$ cat src/sv/pabp_ram.sv
// ----------------------------------------------------------------------------
// Generic RAM
// One write port and one read port with registered read data.
// ----------------------------------------------------------------------------
module pabp_ram #(
   parameter int WIDTH = 8,
   parameter int DEPTH = 16
) (
   input  logic                     clock,
   input  logic                     wr_en,
   input  logic [$clog2(DEPTH)-1:0] wr_addr,
   input  logic [WIDTH-1:0]         wr_data,
   input  logic [$clog2(DEPTH)-1:0] rd_addr,
   output logic [WIDTH-1:0]         rd_data
);

   logic [WIDTH-1:0] mem_ff [DEPTH];
   logic [WIDTH-1:0] rd_data_ff;

   always_ff @(posedge clock) begin
      if (wr_en) begin
         mem_ff[wr_addr] <= wr_data;
      end
      rd_data_ff <= mem_ff[rd_addr];
   end

   assign rd_data = rd_data_ff;

endmodule
$ cat config.mk
export PLATFORM = sky130hd
export DESIGN_NAME = pabp_ram
export DESIGN_NICKNAME = d
export VERILOG_FILES = /design/src/sv/pabp_ram.sv
export SDC_FILE = /design/constraint.sdc
export NUM_CORES = 1
export LEC_CHECK = 0
export BUFFER_PORTS_ARGS = -buffer_cell sky130_fd_sc_hd__buf_2
export CORE_AREA = 5 5 117 119
export CTS_CLUSTER_DIAMETER = 120
export DETAILED_ROUTE_END_ITERATION = 6
export DIE_AREA = 0 0 122 124
export GPL_TIMING_DRIVEN = 0
export PLACE_DENSITY = 0.55
export SYNTH_ARGS = -nofsm -noshare
export SYNTH_HDL_FRONTEND = slang
export SYNTH_SLANG_ARGS = --single-unit
$ cat constraint.sdc
create_clock -name clock -period 5.18 [get_ports clock]
set_input_delay 0.777 -clock clock [delete_from_list [all_inputs] [get_ports clock]]
set_output_delay 0.777 -clock clock [all_outputs]
set_load 0.05 [all_outputs]
======== Yosys cells after proc, flatten, opt, wreduce, memory -nomap -nowiden ========
Memory sizes are Yosys's and may differ from the RTL's. A register that Yosys moved wholly into a read port is not among the register bits.
Index checks and enable logic that the tools add are counted.
storage, ports and cells
  output and inout bits ................... 8
  RAM bits ................................ 128
  logic and storage cells ................. 3
  register bits after elaboration ......... 0
  memories kept ........................... 1
  bits of input ports ..................... 18
operators by class
  multiplexer cells ....................... 2
memories
  memory  depth  width  rd ports  clocked after memory_dff  wr ports  line  RTL
  mem_ff  16     8      1         1                         1         17    logic [WIDTH-1:0] mem_ff [DEPTH];
operators with widths
  cell     number
  $mux W1  2

======== Logic depth before layout (Yosys ltp) ========
  depth in word-level cells ............... 2
  depth in mapped cells ................... 5
  depth with buffers taken out ............ 3

======== Worst setup path after synthesis ========
Ideal clock, no wire load.
  path kind ............................... input to register
  start point ............................. input port wr_addr[2]
  end point ............................... memory mem_ff[0][0], enable pin
  library setup time ...................... 383 ps
  stages on the path ...................... 2
  arrival time ............................ 1887 ps
  setup slack ............................. 2910 ps
  data required time ...................... 4797 ps
  path buffers ............................ 0
  cells stage by stage .................... or3b_2 -> nor3_1
RTL lines
  what         line  RTL
  from (decl)  11    input logic [$clog2(DEPTH)-1:0] wr_addr,
  to (decl)    17
No word-level cell before the write port.

======== Worst setup path in the final report ========
  start point ............................. input port wr_addr[2]
  end point ............................... memory mem_ff[0][4], enable pin
No word-level cell before the write port.

==> summary.md <==
| Metric | Value |
|---|---|
| TritonCTS buffer count | 17 |
| Die footprint | 0.0151 mm^2 |
| Total inserted antenna cells | 0 |
| Post-CTS Hold Buffers | 0 |
| Hold crit path type | reg -> reg |
| Routed length per instance | 22.0 um |
| Largest net degree at the start of global routing | 17 |
| Maximum VDD drop | 0.205 mV |
| Status | finished, final reports clean |
| Pwr dens | 454 mW/mm^2 |
| Final Max Tran Viols | 0 |
| Total core area | 0.0125 mm^2 |
| H-tree levels | 4 |
| Cell variety after synth | 19 |
| Max FO, Critical Path | 8 |
| Synthesis Warnings | 0 |
| CP required | 5.20 ns |
| Placer congestion estimate | 0.679 |
| Die X | 122 um |
| Die height | 124 um |
| Drt first pass iters | 4 |
| Remaining DRCs | 0 |
| Final Cell Area | 0.00619 mm^2 |
| Worst-Margin Slew | 1.27 ns |
| Crit Path Category | in -> reg |
| Seq/Total Area, Yosys | 77.8% |
| Num ports | 26 |
| Avg Inst Size Synth | 22.5 um^2 |
| Via density | 5.25 |
| Leakage power total | 2.08 nW |
| Final worst-path cycle share | 45.3% |
| Crit path capture type | register |
| Gate Count Post-Synth | 229 |
| Post-Syn Area | 0.00515 mm^2 |
| Ratio of cells with drive above 1 in the final layout | 29.5% |
| DRT iter0 DRCs | 209 |
| TNS Setup | 0 ns |
| CP Data Arrival Time | 2.37 ns |
| Number of synthesized flops with an enable pin | 128 |
| Clock Skew | 0.00860 ns |
| Final nets | 290 |
| Via count of the routed design | 2,398 |
| Initial antenna violation count | 0 |
| Starting density of the core | 41.3% |
| Slew HR | 14.9% |
| Final core utilization | 49.6% |
| Setup bufs post-CTS | 0 |
| Synth Flop Type | edfxtp_1 |
| Remaining antenna violation count | 0 |
| Remaining global-route overflow | 0 |
| Startpoint Class | primary input |
| Tot Pwr | 0.00281 W |
| Ys async rst share | 0% |
| Global-route usage over all layers | 14.5% |
| First-pass GRT wire length | 15.0 mm |
| Rows | 41 |
| CTS tree | yes |
| CTS sink cnt | 136 |
| Total wire length | 10.1 mm |
| Unrepaired setup endpoints after global routing | false |
| Area Growth Syn to Fin | 20.2% |
| Clock slew at reported path FFs | 0.06 ns |
| Worst skew pair latency | 0.41 ns |
| DP HPWL | 6.26 mm |
| #FFs+latches synth | 136 |
| Max Cap Viol | 0 |
| Resized Gates After CTS | 0 |
| Min Tclk post-route | 2.35 ns |
| Post-synth net total | 247 |
| Achievable Freq | 0.426 GHz |
| Root Driver | clkbuf_16 |
| Final hold viol count | 0 |
| Setup Viol. Count Final | 0 |
| Post-placement cell area | 0.00548 mm^2 |
| Vias in the first global route | 2,413 |
| Bufs on Longest Clock Path | 2 |
| # port buffers | 24 |
## cell families (layout without fill, tap and decap cells)
| group | after synthesis | count (layout) | synth area share [%] |
|---|---|---|---|
| buf+inv | 10 | 66 | 1.68 |
| mux | 32 | 32 | 15.0 |
| flops | 136 | 136 | 77.8 |
| compound gates | 16 | 16 | 2.33 |
| simple gates | 35 | 35 | 3.18 |
## report_power, final
group	internal [W]	switching [W]
logic	0.0000489	0.0000942
clock network	0.000997	0.000436
registers	0.00123	0.00000506
total	0.00228	0.000535
## synth_stat cells (2+ instances only)
cell type        count  area, um^2
edfxtp_1           128        3840
mux4_2              18         405
a22oi_1             16         120
mux4_1              14         368
nor2_1              13        48.8
nand2_1              9        33.8
dfxtp_1              8         160
nor3_1               4        20.0
buf_2                3        15.0
buf_6                3        33.8
clkdlybuf4s25_2      3        30.0
nand2b_1             2        12.5
nand3b_1             2        15.0
## state kept, by name (all words and copies together) (netlist names)
signal,cells
mem_ff,128
rd_data,8
## cell type report
cell class	instances	area, um^2
Timing Repair Buffer	24	120
Fill cell	1016	6280
Sequential cell	136	4000
Multi-Input combinational cell	83	1060
Clock inverter	14	277
Tap cell	172	215
Clock buffer	18	429
Buffer	10	86.3
## routing by layer
metal	global-route usage, %	part of all wire, %	vias to the layer above
met5	0	0	-
met4	5.04	1.0	0
met3	4.27	3.5	7
met2	21.8	49	52
met1	20.3	47	1274
li1	-	-	1065
## path summary, 6_finish.rpt
path | start | end | slack [ns] | cells past startpoint
max reg2reg | mem_ff[5][0]$_DFFE_PP_ | rd_data[0]$_DFF_P_ | 3.70 | 3
max | wr_addr[2] | mem_ff[0][4]$_DFFE_PP_ | 2.83 | 3
min reg2reg | mem_ff[11][1]$_DFFE_PP_ | rd_data[1]$_DFF_P_ | 0.68 | 3
min | mem_ff[11][1]$_DFFE_PP_ | rd_data[1]$_DFF_P_ | 0.68 | 3
## through the flow
stage	hold WS (ns)	worst slack [ns]	cells
after floorplan	0.629	2.91	229
after global routing	0.709	2.70	457
after detailed placement	0.675	2.32	425
after global placement	0.661	2.29	425
after CTS	0.689	2.76	457
final	0.684	2.83	457
## worst max-delay path: stages
cell    delay, ns
buf_2        0.11
or3b_2       0.53
nor3_1       0.94
## layout by cell type, fill, tap and decap left out
master           count
edfxtp_1           128
buf_2               27
mux4_2              18
clkbuf_16           17
a22oi_1             16
mux4_1              14
nor2_1              13
nand2_1              9
bufinv_16            8
dfxtp_1              8
nor3_1               4
clkinv_2             4
buf_6                3
clkdlybuf4s25_2      3
nand3b_1             2
nand2b_1             2
nor2b_1              1
buf_4                1
and2_1               1
and2b_1              1
nand3_1              1
or3b_2               1
clkbuf_1             1
clkinvlp_4           1
clkinv_4             1
No activity file was read; power rests on OpenSTA's default activity.
